[src/design/b64sc_pkg.sv]
// Shared types, constants and character mapping functions for the base64 stream codec.
package b64sc_pkg;

  localparam int QUEUE_DEPTH_DEF = 2;

  localparam logic [7:0] PAD_CHAR  = 8'h3d;
  localparam logic [6:0] BAD_VALUE = 7'd64;

  localparam logic [0:63][7:0] ALPHABET =
    "ABCDEFGHIJKLMNOPQRSTUVWXYZabcdefghijklmnopqrstuvwxyz0123456789+/";

  // One completed group: up to four result bytes, already packed in output order.
  typedef struct packed {
    logic [3:0][7:0] bytes;
    logic [1:0]      cnt_m1;
    logic            has_data;
    logic            last;
  } job_t;

  function automatic logic [7:0] enc_char(input logic [5:0] idx);
    return ALPHABET[idx];
  endfunction

  // Maps a character to its 6-bit value; padding and foreign characters give 64.
  function automatic logic [6:0] dec_value(input logic [7:0] c);
    logic [6:0] v;
    v = BAD_VALUE;
    if (c >= 8'h41 && c <= 8'h5a) begin
      v = 7'(c - 8'd65);
    end else if (c >= 8'h61 && c <= 8'h7a) begin
      v = 7'(c - 8'd71);
    end else if (c >= 8'h30 && c <= 8'h39) begin
      v = 7'(c + 8'd4);
    end else if (c == 8'h2b) begin
      v = 7'd62;
    end else if (c == 8'h2f) begin
      v = 7'd63;
    end
    return v;
  endfunction

endpackage

[src/design/b64sc_front.sv]
// Front end: accepts input bytes, tracks the group state and builds one job per finished group or stream end.
module b64sc_front (
  input  logic          clk,
  input  logic          rst,
  input  logic          cfg_write,
  input  logic          cfg_data,
  input  logic          in_valid,
  input  logic [7:0]    data_in,
  input  logic          stream_last,
  input  logic          queue_full,
  output logic          in_stall,
  output logic          push,
  output b64sc_pkg::job_t job
);
  import b64sc_pkg::*;

  logic        direction;
  logic [1:0]  pos;
  logic [20:0] held;
  logic [1:0]  pos_next;
  logic [20:0] held_next;
  logic        accept;
  logic        job_ready;

  logic [7:0]  b0;
  logic [7:0]  b1;
  logic [6:0]  v;
  logic [6:0]  c0;
  logic [6:0]  c1;
  logic [6:0]  c2;
  logic [7:0]  d0;
  logic [7:0]  d1;
  logic [7:0]  d2;
  logic        c2_ok;
  logic        v_ok;

  assign in_stall = queue_full;
  assign accept   = in_valid && !queue_full;
  assign push     = accept && job_ready;

  assign b0 = held[15:8];
  assign b1 = held[7:0];
  assign v  = dec_value(data_in);
  assign c0 = held[20:14];
  assign c1 = held[13:7];
  assign c2 = held[6:0];

  // Decoded bytes keep only their low eight bits.
  assign d0 = {c0[5:0], 2'b00} + {5'b0, c1[6:4]};
  assign d1 = {c1[3:0], 4'b0000} + {3'b0, c2[6:2]};
  assign d2 = {c2[1:0], 6'b000000} + {1'b0, v};
  assign c2_ok = (c2 != BAD_VALUE);
  assign v_ok  = (v != BAD_VALUE);

  always_comb begin
    job           = '0;
    job.has_data  = 1'b1;
    job.last      = stream_last;
    job_ready     = 1'b0;
    pos_next      = pos;
    held_next     = held;
    if (!direction) begin
      if (pos == 2'd2) begin
        job.bytes[0] = enc_char(b0[7:2]);
        job.bytes[1] = enc_char({b0[1:0], b1[7:4]});
        job.bytes[2] = enc_char({b1[3:0], data_in[7:6]});
        job.bytes[3] = enc_char(data_in[5:0]);
        job.cnt_m1   = 2'd3;
        job_ready    = 1'b1;
        pos_next     = 2'd0;
        held_next    = '0;
      end else if (!stream_last) begin
        pos_next  = pos + 2'd1;
        held_next = {5'b0, b1, data_in};
      end else begin
        if (pos == 2'd0) begin
          job.bytes[0] = enc_char(data_in[7:2]);
          job.bytes[1] = enc_char({data_in[1:0], 4'b0000});
          job.bytes[2] = PAD_CHAR;
        end else begin
          job.bytes[0] = enc_char(b1[7:2]);
          job.bytes[1] = enc_char({b1[1:0], data_in[7:4]});
          job.bytes[2] = enc_char({data_in[3:0], 2'b00});
        end
        job.bytes[3] = PAD_CHAR;
        job.cnt_m1   = 2'd3;
        job_ready    = 1'b1;
        pos_next     = 2'd0;
        held_next    = '0;
      end
    end else begin
      if (pos != 2'd3) begin
        pos_next  = pos + 2'd1;
        held_next = {held[13:0], v};
        if (stream_last) begin
          // An unfinished group is dropped and only an end marker goes out.
          job.has_data = 1'b0;
          job_ready    = 1'b1;
          pos_next     = 2'd0;
          held_next    = '0;
        end
      end else begin
        job.bytes[0] = d0;
        job.bytes[1] = c2_ok ? d1 : d2;
        job.bytes[2] = d2;
        job.cnt_m1   = {1'b0, c2_ok} + {1'b0, v_ok};
        job_ready    = 1'b1;
        pos_next     = 2'd0;
        held_next    = '0;
      end
    end
  end

  always_ff @(posedge clk) begin
    if (rst) begin
      direction <= 1'b0;
      pos       <= '0;
      held      <= '0;
    end else if (cfg_write) begin
      direction <= cfg_data;
      pos       <= '0;
      held      <= '0;
    end else if (accept) begin
      pos  <= pos_next;
      held <= held_next;
    end
  end

endmodule

[src/design/b64sc_queue.sv]
// Short job queue that decouples the front end from the output serializer.
module b64sc_queue #(
  parameter int DEPTH = b64sc_pkg::QUEUE_DEPTH_DEF
) (
  input  logic            clk,
  input  logic            rst,
  input  logic            push,
  input  b64sc_pkg::job_t wr_job,
  input  logic            pop,
  output b64sc_pkg::job_t rd_job,
  output logic            full,
  output logic            empty
);
  import b64sc_pkg::*;

  localparam int PTR_W = (DEPTH > 1) ? $clog2(DEPTH) : 1;
  localparam int CNT_W = $clog2(DEPTH + 1);

  job_t             mem [DEPTH];
  logic [PTR_W-1:0] wr_ptr;
  logic [PTR_W-1:0] rd_ptr;
  logic [CNT_W-1:0] count;

  assign full   = (count == CNT_W'(DEPTH));
  assign empty  = (count == '0);
  assign rd_job = mem[rd_ptr];

  always_ff @(posedge clk) begin
    if (push) begin
      mem[wr_ptr] <= wr_job;
    end
  end

  always_ff @(posedge clk) begin
    if (rst) begin
      wr_ptr <= '0;
      rd_ptr <= '0;
      count  <= '0;
    end else begin
      if (push) begin
        wr_ptr <= (wr_ptr == PTR_W'(DEPTH - 1)) ? '0 : wr_ptr + PTR_W'(1);
      end
      if (pop) begin
        rd_ptr <= (rd_ptr == PTR_W'(DEPTH - 1)) ? '0 : rd_ptr + PTR_W'(1);
      end
      if (push && !pop) begin
        count <= count + CNT_W'(1);
      end else if (pop && !push) begin
        count <= count - CNT_W'(1);
      end
    end
  end

  a_no_overflow: assert property (@(posedge clk) disable iff (rst) push |-> !full)
    else $error("job pushed into a full queue");
  a_no_underflow: assert property (@(posedge clk) disable iff (rst) pop |-> !empty)
    else $error("job popped from an empty queue");
  a_count_range: assert property (@(posedge clk) disable iff (rst)
    count <= CNT_W'(DEPTH))
    else $error("queue count out of range");

endmodule

[src/design/b64sc_back.sv]
// Back end: serializes each queued job into results through the output register.
module b64sc_back (
  input  logic            clk,
  input  logic            rst,
  input  b64sc_pkg::job_t head,
  input  logic            empty,
  output logic            pop,
  input  logic            out_stall,
  output logic            out_valid,
  output logic [7:0]      data_out,
  output logic            has_data,
  output logic            run_last,
  output logic            stream_end
);
  import b64sc_pkg::*;

  logic [1:0] idx;
  logic       load;
  logic       final_one;

  assign load      = !empty && (!out_valid || !out_stall);
  assign final_one = (idx == head.cnt_m1);
  assign pop       = load && final_one;

  always_ff @(posedge clk) begin
    if (rst) begin
      out_valid <= 1'b0;
      idx       <= '0;
    end else if (load) begin
      out_valid <= 1'b1;
      idx       <= final_one ? 2'd0 : idx + 2'd1;
    end else if (!out_stall) begin
      out_valid <= 1'b0;
    end
  end

  always_ff @(posedge clk) begin
    if (load) begin
      data_out   <= head.bytes[idx];
      has_data   <= head.has_data;
      run_last   <= final_one;
      stream_end <= final_one && head.last;
    end
  end

  a_end_is_run_last: assert property (@(posedge clk) disable iff (rst)
    out_valid && stream_end |-> run_last)
    else $error("stream end flagged on a result that does not close its request");
  a_bare_marker: assert property (@(posedge clk) disable iff (rst)
    out_valid && !has_data |-> run_last && stream_end && data_out == 8'd0)
    else $error("malformed bare end marker");
  a_idx_bound: assert property (@(posedge clk) disable iff (rst)
    !empty |-> idx <= head.cnt_m1)
    else $error("serializer index beyond job length");

endmodule

[src/design/base64_stream_codec.sv]
// Top level of the base64 stream codec: front end, job queue and output serializer.
//
//  Channel | Direction | Handshake                | Payload
//  --------+-----------+--------------------------+---------------------------------------
//  input   | in        | in_valid / in_stall      | data_in[7:0], stream_last
//  output  | out       | out_valid / out_stall    | data_out[7:0], has_data, run_last,
//          |           |                          | stream_end
//  config  | in        | cfg_write                | cfg_data (direction: 0 encode, 1 decode)
//
// The front end takes one request per cycle whenever the job queue has room. A request
// that completes a group, or ends the stream, turns into one job of one to four results.
// The output register sends one result per cycle while out_stall is low. In sustained
// encoding the serializer is the limit, since three bytes give four results. In decoding
// the front end is the limit, since four characters give at most three results. The
// results of a request pass through the job queue and then through the output register.
// Reset is synchronous and puts the block in encode mode with empty group state and an
// empty queue. A stalled output only holds its register; the queue soaks up the front end
// until it fills, and then in_stall rises.
module base64_stream_codec #(
  parameter int QUEUE_DEPTH = b64sc_pkg::QUEUE_DEPTH_DEF
) (
  input  logic       clk,
  input  logic       rst,
  input  logic       cfg_write,
  input  logic       cfg_data,
  input  logic       in_valid,
  output logic       in_stall,
  input  logic [7:0] data_in,
  input  logic       stream_last,
  output logic       out_valid,
  input  logic       out_stall,
  output logic [7:0] data_out,
  output logic       has_data,
  output logic       run_last,
  output logic       stream_end
);
  import b64sc_pkg::*;

  job_t new_job;
  job_t head_job;
  logic push;
  logic pop;
  logic queue_full;
  logic queue_empty;

  // Classifies each request and builds the result bytes of a finished group.
  b64sc_front u_front (
    .clk         (clk),
    .rst         (rst),
    .cfg_write   (cfg_write),
    .cfg_data    (cfg_data),
    .in_valid    (in_valid),
    .data_in     (data_in),
    .stream_last (stream_last),
    .queue_full  (queue_full),
    .in_stall    (in_stall),
    .push        (push),
    .job         (new_job)
  );

  // Holds finished jobs so that an output stall does not reach the input at once.
  b64sc_queue #(
    .DEPTH (QUEUE_DEPTH)
  ) u_queue (
    .clk    (clk),
    .rst    (rst),
    .push   (push),
    .wr_job (new_job),
    .pop    (pop),
    .rd_job (head_job),
    .full   (queue_full),
    .empty  (queue_empty)
  );

  // Sends the results of the oldest job one per cycle while out_stall is low and marks its last one.
  b64sc_back u_back (
    .clk        (clk),
    .rst        (rst),
    .head       (head_job),
    .empty      (queue_empty),
    .pop        (pop),
    .out_stall  (out_stall),
    .out_valid  (out_valid),
    .data_out   (data_out),
    .has_data   (has_data),
    .run_last   (run_last),
    .stream_end (stream_end)
  );

endmodule
[config.mk]
export PLATFORM = sky130hd
export DESIGN_NAME = base64_stream_codec
export DESIGN_NICKNAME = d
export VERILOG_FILES = /design/src/design/b64sc_pkg.sv /design/src/design/b64sc_front.sv /design/src/design/b64sc_queue.sv /design/src/design/b64sc_back.sv /design/src/design/base64_stream_codec.sv
export SDC_FILE = /design/constraint.sdc
export NUM_CORES = 1
export LEC_CHECK = 0
export BUFFER_PORTS_ARGS = -buffer_cell sky130_fd_sc_hd__buf_2
export CAP_MARGIN = 20
export CORE_MARGIN = 5
export CORE_UTILIZATION = 60
export CTS_BUF_LIST = sky130_fd_sc_hd__clkbuf_8
export DETAILED_ROUTE_END_ITERATION = 12
export PLACE_DENSITY = 0.77
export SYNTH_ARGS = -nofsm -noshare
export SYNTH_HDL_FRONTEND = slang
export SYNTH_HIERARCHICAL = 1
export SYNTH_SLANG_ARGS = --single-unit
[constraint.sdc]
create_clock -name clk -period 5.2 [get_ports clk]
set_clock_uncertainty 0.2 [all_clocks]
set_input_delay 0 -clock clk [delete_from_list [all_inputs] [get_ports clk]]
set_output_delay 0 -clock clk [all_outputs]
set_load 0.005 [all_outputs]
==> impl_metrics.py, run 1 <==
metrics = {
    "synthesis": {
        "ys_ff_latch": 114,
        "ys_seq_area_frac": 0.3708,
        "async_reset_ff_frac": 0,
        "synth-edff-count": 83,
        "syn_nets": 988,
        "synth_area_per_cell_um2": 9.154,
        "ys_types": 76,
        "syn_inst": 917,
        "synth_ff_type": "edfxtp_1",
        "synth_area_mm2": 0.008394,
        "yosys_warnings": 6,
    },
    "clock_network": {
        "insertion_delay_ps": 430,
        "htree_levels": 4,
        "cts_root_buf": "clkbuf_8",
        "clockBufferDepth": 2,
        "cts-buffers-inserted": 17,
        "clkSinkCount": 114,
        "clk_pin_slew_ps": 70,
        "cts_tree": "built",
        "post-cts-setup-buffers": 0,
    },
    "worst_setup_path": {
        "path_cells": "dlygate4sd3_1, buf_2, inv_2, ha_1, nor3_1, a311oi_2, or3_1, and2_4, a222oi_1, and4b_1, nand4b_1, ha_1, nand2_1, nand2_1",
        "critical_path_arrival_ps": 4030,
        "crit_path_max_fanout": 33,
        "critical-path-top-delay-family": "simple AND/OR/NAND/NOR gates",
        "slowest_stage": "a222oi_1",
        "r2r-end": "u_queue/mem[0][15]$_DFFE_PP_",
        "cp.required_ps": 5150,
        "rrSetupSlack_ps": 1570,
        "critPathLaunchType": "primary input",
        "end_kind": "register",
        "r2r_cells": 10,
        "critPathKind": "in2reg",
        "worst-path-stages": 14,
        "slowest_delay_ps": 610,
        "timing.rr.start": "u_front/held[4]$_SDFFE_PP0P_",
        "worst-path-buf-inv": 3,
    },
    "floorplan": {
        "fp.dieH_um": 128.3,
        "start_util": 0.6071,
        "io_pins": 28,
        "dieArea_mm2": 0.01646,
        "rows": 43,
        "core_mm2": 0.01383,
        "fp.dieW_um": 128.3,
    },
    "placement": {
        "io_buffer_count": 27,
        "gp_congestion": 0.9621,
        "dp_hpwl_mm": 15.90,
    },
    "global_route": {
        "grt_pass1_wl_mm": 36.98,
        "grt_overflow_total": 0,
        "grt_max_degree": 37,
        "grt_pass1_vias": 6770,
        "grtUsageTotal": 0.2872,
        "antenna_found_initial": 0,
    },
    "layout": {
        "final_util": 0.6526,
        "multi_input_comb_area_mm2": 0.004803,
        "syn_to_final_growth_pct": 7.497,
        "n_antenna_cell": 0,
        "nFillCells": 1110,
        "seq_area_mm2": 0.003113,
        "layout.nets": 977,
        "drive_gt1_frac": 0.1491,
    },
    "sta": {
        "rsz0062_at_grt": "no",
        "tns_ps": 0,
        "final.min_clock_period_ps": 4081,
        "post-route-period-util": 0.7848,
        "finalMaxSlewViolations": 0,
        "hold_violations": 0,
        "slew_headroom": 0.3017,
        "fmax_mhz": 245.1,
        "tightest_slew_ps": 1046,
        "setup_viol": 0,
    },
    "power_and_ir_drop": {
        "power_density_mw_per_mm2": 334.9,
        "ir_worst_vdd_mv": 0.2001,
        "intPower_mw": 1.978,
        "switchingPower_mw": 1.044,
        "leakage_nw": 3.223,
        "swShare": 0.3455,
        "power_frac_comb": 0.300,
        "power.share.clock": 0.283,
        "seqPwrFrac": 0.417,
    },
    "detailed_routing": {
        "avgRoutedWirePerCell_um": 21.20,
        "top_layer_used": "met4",
        "drt-total-wl_mm": 23.30,
        "firstDrtPassIters": 6,
        "route.met3.wl_mm": 2.019,
        "wl_met2_mm": 11.08,
        "vias": 7337,
        "post_drt_via_cell_ratio": 6.676,
        "drc": 0,
        "m1WireLength_mm": 9.682,
        "drt-initial-drc-count": 817,
        "postRouteAntennaNets": 0,
    },
    "status": {
        "outcome": "completed",
    },
    "min_path": {
        "hp-start": "data_in[3]",
        "min_to": "u_front/held[3]$_SDFFE_PP0P_",
        "worstHoldPathCells": 3,
        "hold_class": "in2reg",
    },
    "run": {
        "max_cap_viol_count": 0,
    },
}
[cell type report]
cell class,instances,share of cell area
Sequential cell,114,0.3450
Clock buffer,17,0.02593
Clock inverter,15,0.01927
Inverter,33,0.01373
Timing Repair Buffer,51,0.03882
Tap cell,180,0.02496
Multi-Input combinational cell,689,0.5323
[cells in the mapped netlist, types with 4 or more instances]
| cell type | count | area share |
|---|---|---|
| a21oi_1 | 89 | 0.053 |
| edfxtp_1 | 83 | 0.30 |
| nor2_1 | 79 | 0.035 |
| nand2_1 | 66 | 0.030 |
| o21ai_0 | 63 | 0.038 |
| clkbuf_1 | 62 | 0.028 |
| ha_1 | 56 | 0.083 |
| mux2_2 | 41 | 0.055 |
| dfxtp_1 | 31 | 0.074 |
| inv_1 | 29 | 0.013 |
| nand3_1 | 26 | 0.016 |
| a211oi_1 | 23 | 0.021 |
| o211ai_1 | 22 | 0.020 |
| nor3_1 | 18 | 0.011 |
| a221oi_1 | 14 | 0.015 |
| xnor2_1 | 14 | 0.015 |
| o22ai_1 | 11 | 0.0082 |
| a31oi_1 | 10 | 0.0075 |
| mux4_2 | 10 | 0.027 |
| nand2b_1 | 10 | 0.0075 |
| nor2b_1 | 9 | 0.0067 |
| o221ai_1 | 8 | 0.0083 |
| o31ai_1 | 8 | 0.0072 |
| xor2_1 | 7 | 0.0073 |
| a221o_1 | 6 | 0.0072 |
| and3_1 | 6 | 0.0045 |
| buf_1 | 6 | 0.0027 |
| mux2i_1 | 6 | 0.0072 |
| a21o_1 | 5 | 0.0045 |
| and2_1 | 5 | 0.0037 |
| buf_6 | 5 | 0.0067 |
| or2_2 | 5 | 0.0037 |
| a22oi_1 | 4 | 0.0036 |
| a311oi_1 | 4 | 0.0042 |
| buf_2 | 4 | 0.0024 |
| buf_4 | 4 | 0.0036 |
| nand3b_1 | 4 | 0.0036 |
| nand4_1 | 4 | 0.0030 |
| nor3b_1 | 4 | 0.0036 |
| nor4_1 | 4 | 0.0030 |
| or3_1 | 4 | 0.0030 |
[timing repair]
action / 4_1_cts / 5_1_grt
endpoints found under the hold margin: 34 / 0
hold buffers: 14 / 0
gates resized for setup: 0 / 0
[logic make-up after synthesis]
family / synth area share
AO/OA/AOI/OAI: 0.2303
XOR/XNOR: 0.02191
adder cells (fa/ha/maj): 0.08347
buffers and inverters: 0.05783
flip-flops: 0.3708
multiplexers: 0.08899
other: 0.0004467
AND/OR/NAND/NOR: 0.1462
[sequential cells by signal, indices dropped and copies added, names as in the netlist, 2 cells and up, named ones only]
signal,cells
u_queue/mem,72
u_back/data_out,8
u_queue/count,2
u_back/idx,2
u_front/pos,2
u_front/held,20
[power groups by stage]
stage | Combinational, mW | Sequential, mW | Clock, mW
2_1_floorplan | 0.716 | 1.20 | 0
3_3_place_gp | 0.852 | 1.27 | 0
3_5_place_dp | 0.876 | 1.28 | 0
4_1_cts | 0.898 | 1.26 | 0.867
5_1_grt | 0.987 | 1.28 | 0.910
6_report | 0.907 | 1.26 | 0.854
[worst register-to-register path, cell delays in order, from the launching register on]
cell and delay, ps:
dfxtp_1 810, clkinv_1 500, ha_1 390, ha_1 230, nor2_1 140, a21o_1 110
a21oi_1 60, a21oi_1 260, o32ai_1 160, a31oi_1 250, o31ai_1 210
[cell usage in the layout, fill, tap and decap left out, types with 5 or more instances in the layout]
cell | synthesis | final
a21oi_1 | 89 | 89
edfxtp_1 | 83 | 83
nor2_1 | 79 | 79
nand2_1 | 66 | 66
o21ai_0 | 63 | 63
ha_1 | 56 | 56
mux2_2 | 41 | 41
dfxtp_1 | 31 | 31
inv_1 | 29 | 29
buf_2 | 4 | 27
nand3_1 | 26 | 26
a211oi_1 | 23 | 23
o211ai_1 | 22 | 22
nor3_1 | 18 | 18
clkbuf_8 | 0 | 17
dlygate4sd3_1 | 0 | 14
xnor2_1 | 14 | 14
a221oi_1 | 14 | 14
o22ai_1 | 11 | 11
mux4_2 | 10 | 10
nand2b_1 | 10 | 10
a31oi_1 | 10 | 10
buf_4 | 4 | 10
nor2b_1 | 9 | 8
o31ai_1 | 8 | 8
o221ai_1 | 8 | 8
xor2_1 | 7 | 7
inv_6 | 0 | 6
and3_1 | 6 | 6
mux2i_1 | 6 | 6
a221o_1 | 6 | 6
a21o_1 | 5 | 5
and2_1 | 5 | 5
or2_2 | 5 | 5
[layer usage]
layer / global-route usage / vias to the layer above
met5: 0 / -
met4: 0.08489 / 0
met3: 0.05875 / 40
met2: 0.4582 / 385
met1: 0.3963 / 3497
li1: - / 3415
[through the flow]
step / instance area (um2) / total power [mW] / hold slack (ps) / setup slack (ps) / std cells
after global routing: 9024 / 3.178 / 76.28 / 913.3 / 1099
after global placement: 8476 / 2.123 / 40.42 / 1274 / 1053
final: 9024 / 3.022 / 81.79 / 1119 / 1099
after CTS: 9024 / 3.026 / 15.00 / 1213 / 1099
after detailed placement: 8476 / 2.154 / 50.13 / 1097 / 1053
after floorplan: 8394 / 1.917 / -130.9 / 1404 / 917
[how the worst max path moves through the flow]
stage                                      startpoint                          end  slack, ps
after floorplan           u_front/pos[0]$_SDFFE_PP0P_  u_queue/mem[0][0]$_DFFE_PP_       1400
after global placement                     data_in[4]  u_queue/mem[0][2]$_DFFE_PP_       1270
after detailed placement                   data_in[4]  u_queue/mem[0][2]$_DFFE_PP_       1100
after CTS                                  data_in[5]  u_queue/mem[0][2]$_DFFE_PP_       1210
after global routing                       data_in[5]  u_queue/mem[1][2]$_DFFE_PP_        910
final                                      data_in[5]  u_queue/mem[0][2]$_DFFE_PP_       1120
Power figures use the tool's default switching activity.
==> run 2, diff against run 1 <==
==> constraint.sdc (replaced) <==
create_clock -name clk -period 4.3 [get_ports clk]
set_clock_uncertainty 0.2 [all_clocks]
set_input_delay 0 -clock clk [delete_from_list [all_inputs] [get_ports clk]]
set_output_delay 0 -clock clk [all_outputs]
set_load 0.005 [all_outputs]
==> run 2 against run 1 <==
Net effect: sequential share of layout area down 0.36 points; critical path depth fell by 1; sequential power is 20% higher; flip-flop and latch count unchanged; clock power increased by 5.5%.
==> impl_metrics.py, run 2 (synthesized netlist as in run 1, its figures left out) <==
metrics = {
    "worst_setup_path": {
        "end_kind": "register",
        "crit_path_max_fanout": 10,
        "path_cells": "dlygate4sd3_1, buf_2, clkinv_1, ha_1, nand2b_1, a21oi_1, nor3_2, a2111oi_0, a21oi_1, o211ai_1, ha_1, o21ai_0, o221ai_1",
        "critical_path_arrival_ps": 3830,
        "cp.required_ps": 4220,
        "critPathLaunchType": "primary input",
        "timing.rr.start": "u_front/held[2]$_SDFFE_PP0P_",
        "r2r-end": "u_queue/mem[1][6]$_DFFE_PP_",
        "rrSetupSlack_ps": 1150,
        "critPathLaunch": "data_in[1]",
        "slowest_stage": "dlygate4sd3_1",
        "critPathKind": "in2reg",
        "r2r_cells": 8,
        "slowest_delay_ps": 530,
    },
    "layout": {
        "largestRegisters": "u_queue/mem (72), u_front/held (20), u_back/data_out (8)",
        "final_cell_mix": "89 x a21oi_1, 83 x edfxtp_1, 79 x nor2_1, 66 x nand2_1, 63 x o21ai_0",
        "drive_gt1_frac": 0.1663,
        "nFillCells": 1101,
        "layout_commonest_cell": "a21oi_1",
        "seq_area_mm2": 0.003113,
        "syn_to_final_growth_pct": 8.630,
        "layout.nets": 996,
        "n_antenna_cell": 0,
        "top_register": "u_queue/mem",
        "multi_input_comb_area_mm2": 0.004803,
        "largest_reg_flops": 72,
    },
    "detailed_routing": {
        "firstDrtPassIters": 5,
        "drc": 0,
        "drt-total-wl_mm": 24.26,
        "drt-initial-drc-count": 876,
        "post_drt_via_cell_ratio": 6.635,
        "vias": 7418,
        "avgRoutedWirePerCell_um": 21.70,
        "postRouteAntennaNets": 0,
    },
    "clock_network": {
        "post-cts-setup-buffers": 0,
        "hold_buffers": 14,
        "clkSinkCount": 114,
        "insertion_delay_ps": 430,
        "cts_root_buf": "clkbuf_8",
        "htree_levels": 4,
        "clk_pin_slew_ps": 80,
        "clockBufferDepth": 2,
        "cts_tree": "built",
        "cts-buffers-inserted": 17,
        "post_cts_resized": 0,
    },
    "min_path": {
        "hold_class": "in2reg",
        "hp-start": "data_in[5]",
        "worstHoldPathCells": 4,
        "min_to": "u_front/held[5]$_SDFFE_PP0P_",
    },
    "power_and_ir_drop": {
        "p_total_mw": 3.560,
        "leakage_nw": 3.283,
        "ir_worst_vdd_mv": 0.2119,
        "power_density_mw_per_mm2": 390.4,
    },
    "global_route": {
        "grt_overflow_total": 0,
        "grtUsageTotal": 0.2982,
        "grt_pass1_wl_mm": 38.48,
        "grt_pass1_vias": 6928,
        "grt_max_degree": 37,
        "top_usage_layer": "met2",
        "grt_util_met3": 0.06125,
        "use_met1": 0.4170,
        "antenna_found_initial": 0,
        "grtUsageMet2": 0.4594,
    },
    "placement": {
        "gp_congestion": 0.9654,
        "dp_hpwl_mm": 17.10,
        "io_buffer_count": 27,
    },
    "status": {
        "outcome": "completed",
    },
    "sta": {
        "slew_headroom": 0.4116,
        "finalMaxSlewViolations": 0,
        "tightest_slew_ps": 881.4,
        "tns_ps": 0,
        "final.min_clock_period_ps": 3907,
        "rsz0062_at_grt": "no",
        "setup_viol": 0,
        "hold_violations": 0,
        "post-route-period-util": 0.9086,
        "fmax_mhz": 256.0,
    },
    "run": {
        "max_cap_viol_count": 0,
    },
    "floorplan": {
        "fp.dieW_um": 128.3,
        "rows": 43,
        "core_mm2": 0.01383,
        "io_pins": 28,
        "dieArea_mm2": 0.01646,
        "start_util": 0.6071,
        "fp.dieH_um": 128.3,
    },
}
==> run 2: cell types whose count changed in the layout (fill, tap and decap cells not counted) <==
cell,previous run,this run
clkinv_4,3,2
bufinv_16,2,0
clkinvlp_4,1,5
buf_4,10,29
inv_6,6,5
==> run 2: metal layers <==
metal,wire length (um),share of wire,up-vias
li1,-,-,3454
met1,10200,0.42,3538
met4,757,0.031,0
met3,2094,0.086,47
met2,11210,0.46,379
met5,0,0,-
==> run 2: how the worst max path moves through the flow <==
stage                                         endpoint  slack (ps)  cells past startpoint
after floorplan            u_queue/mem[0][0]$_DFFE_PP_         500                      7
after global placement    u_queue/mem[0][18]$_DFFE_PP_         830                     12
after detailed placement  u_queue/mem[0][18]$_DFFE_PP_         710                     12
after CTS                 u_queue/mem[0][18]$_DFFE_PP_         620                     13
after global routing      u_queue/mem[0][18]$_DFFE_PP_         160                     13
final                     u_queue/mem[0][18]$_DFFE_PP_         390                     13
==> run 2: stage by stage <==
step | area [um2] | instances | worst slack (ps) | hold slack (ps) | utilization
after floorplan | 8394 | 917 | 504.4 | -130.9 | -
after global placement | 8618 | 1072 | 832.1 | 36.41 | 0.6233
after detailed placement | 8618 | 1072 | 707.9 | 56.02 | 0.6233
after CTS | 9119 | 1118 | 619.0 | 76.00 | 0.6595
after global routing | 9119 | 1118 | 160.5 | 99.63 | 0.6595
final | 9119 | 1118 | 393.2 | 95.94 | 0.6595
==> run 2: layout make-up <==
type | count | share of cell area
Inverter | 33 | 0.01358
Clock buffer | 17 | 0.02566
Timing Repair Buffer | 70 | 0.05406
Multi-Input combinational cell | 689 | 0.5268
Tap cell | 180 | 0.02470
Sequential cell | 114 | 0.3414
Clock inverter | 15 | 0.01386
==> run 2: critical path, delay by kind of cell <==
kind / cells / cell delay (ps)
fa+ha+maj: 2 / 660
simple gates: 2 / 330
buf+inv: 3 / 1150
compound gates: 6 / 1680
==> run 2: power by group <==
part	leakage, nW	switching (mW)	total [mW]	internal [mW]
clock	0.170	0.487	0.901	0.414
combinational	2.09	0.645	1.14	0.499
sequential	1.03	0.140	1.51	1.37
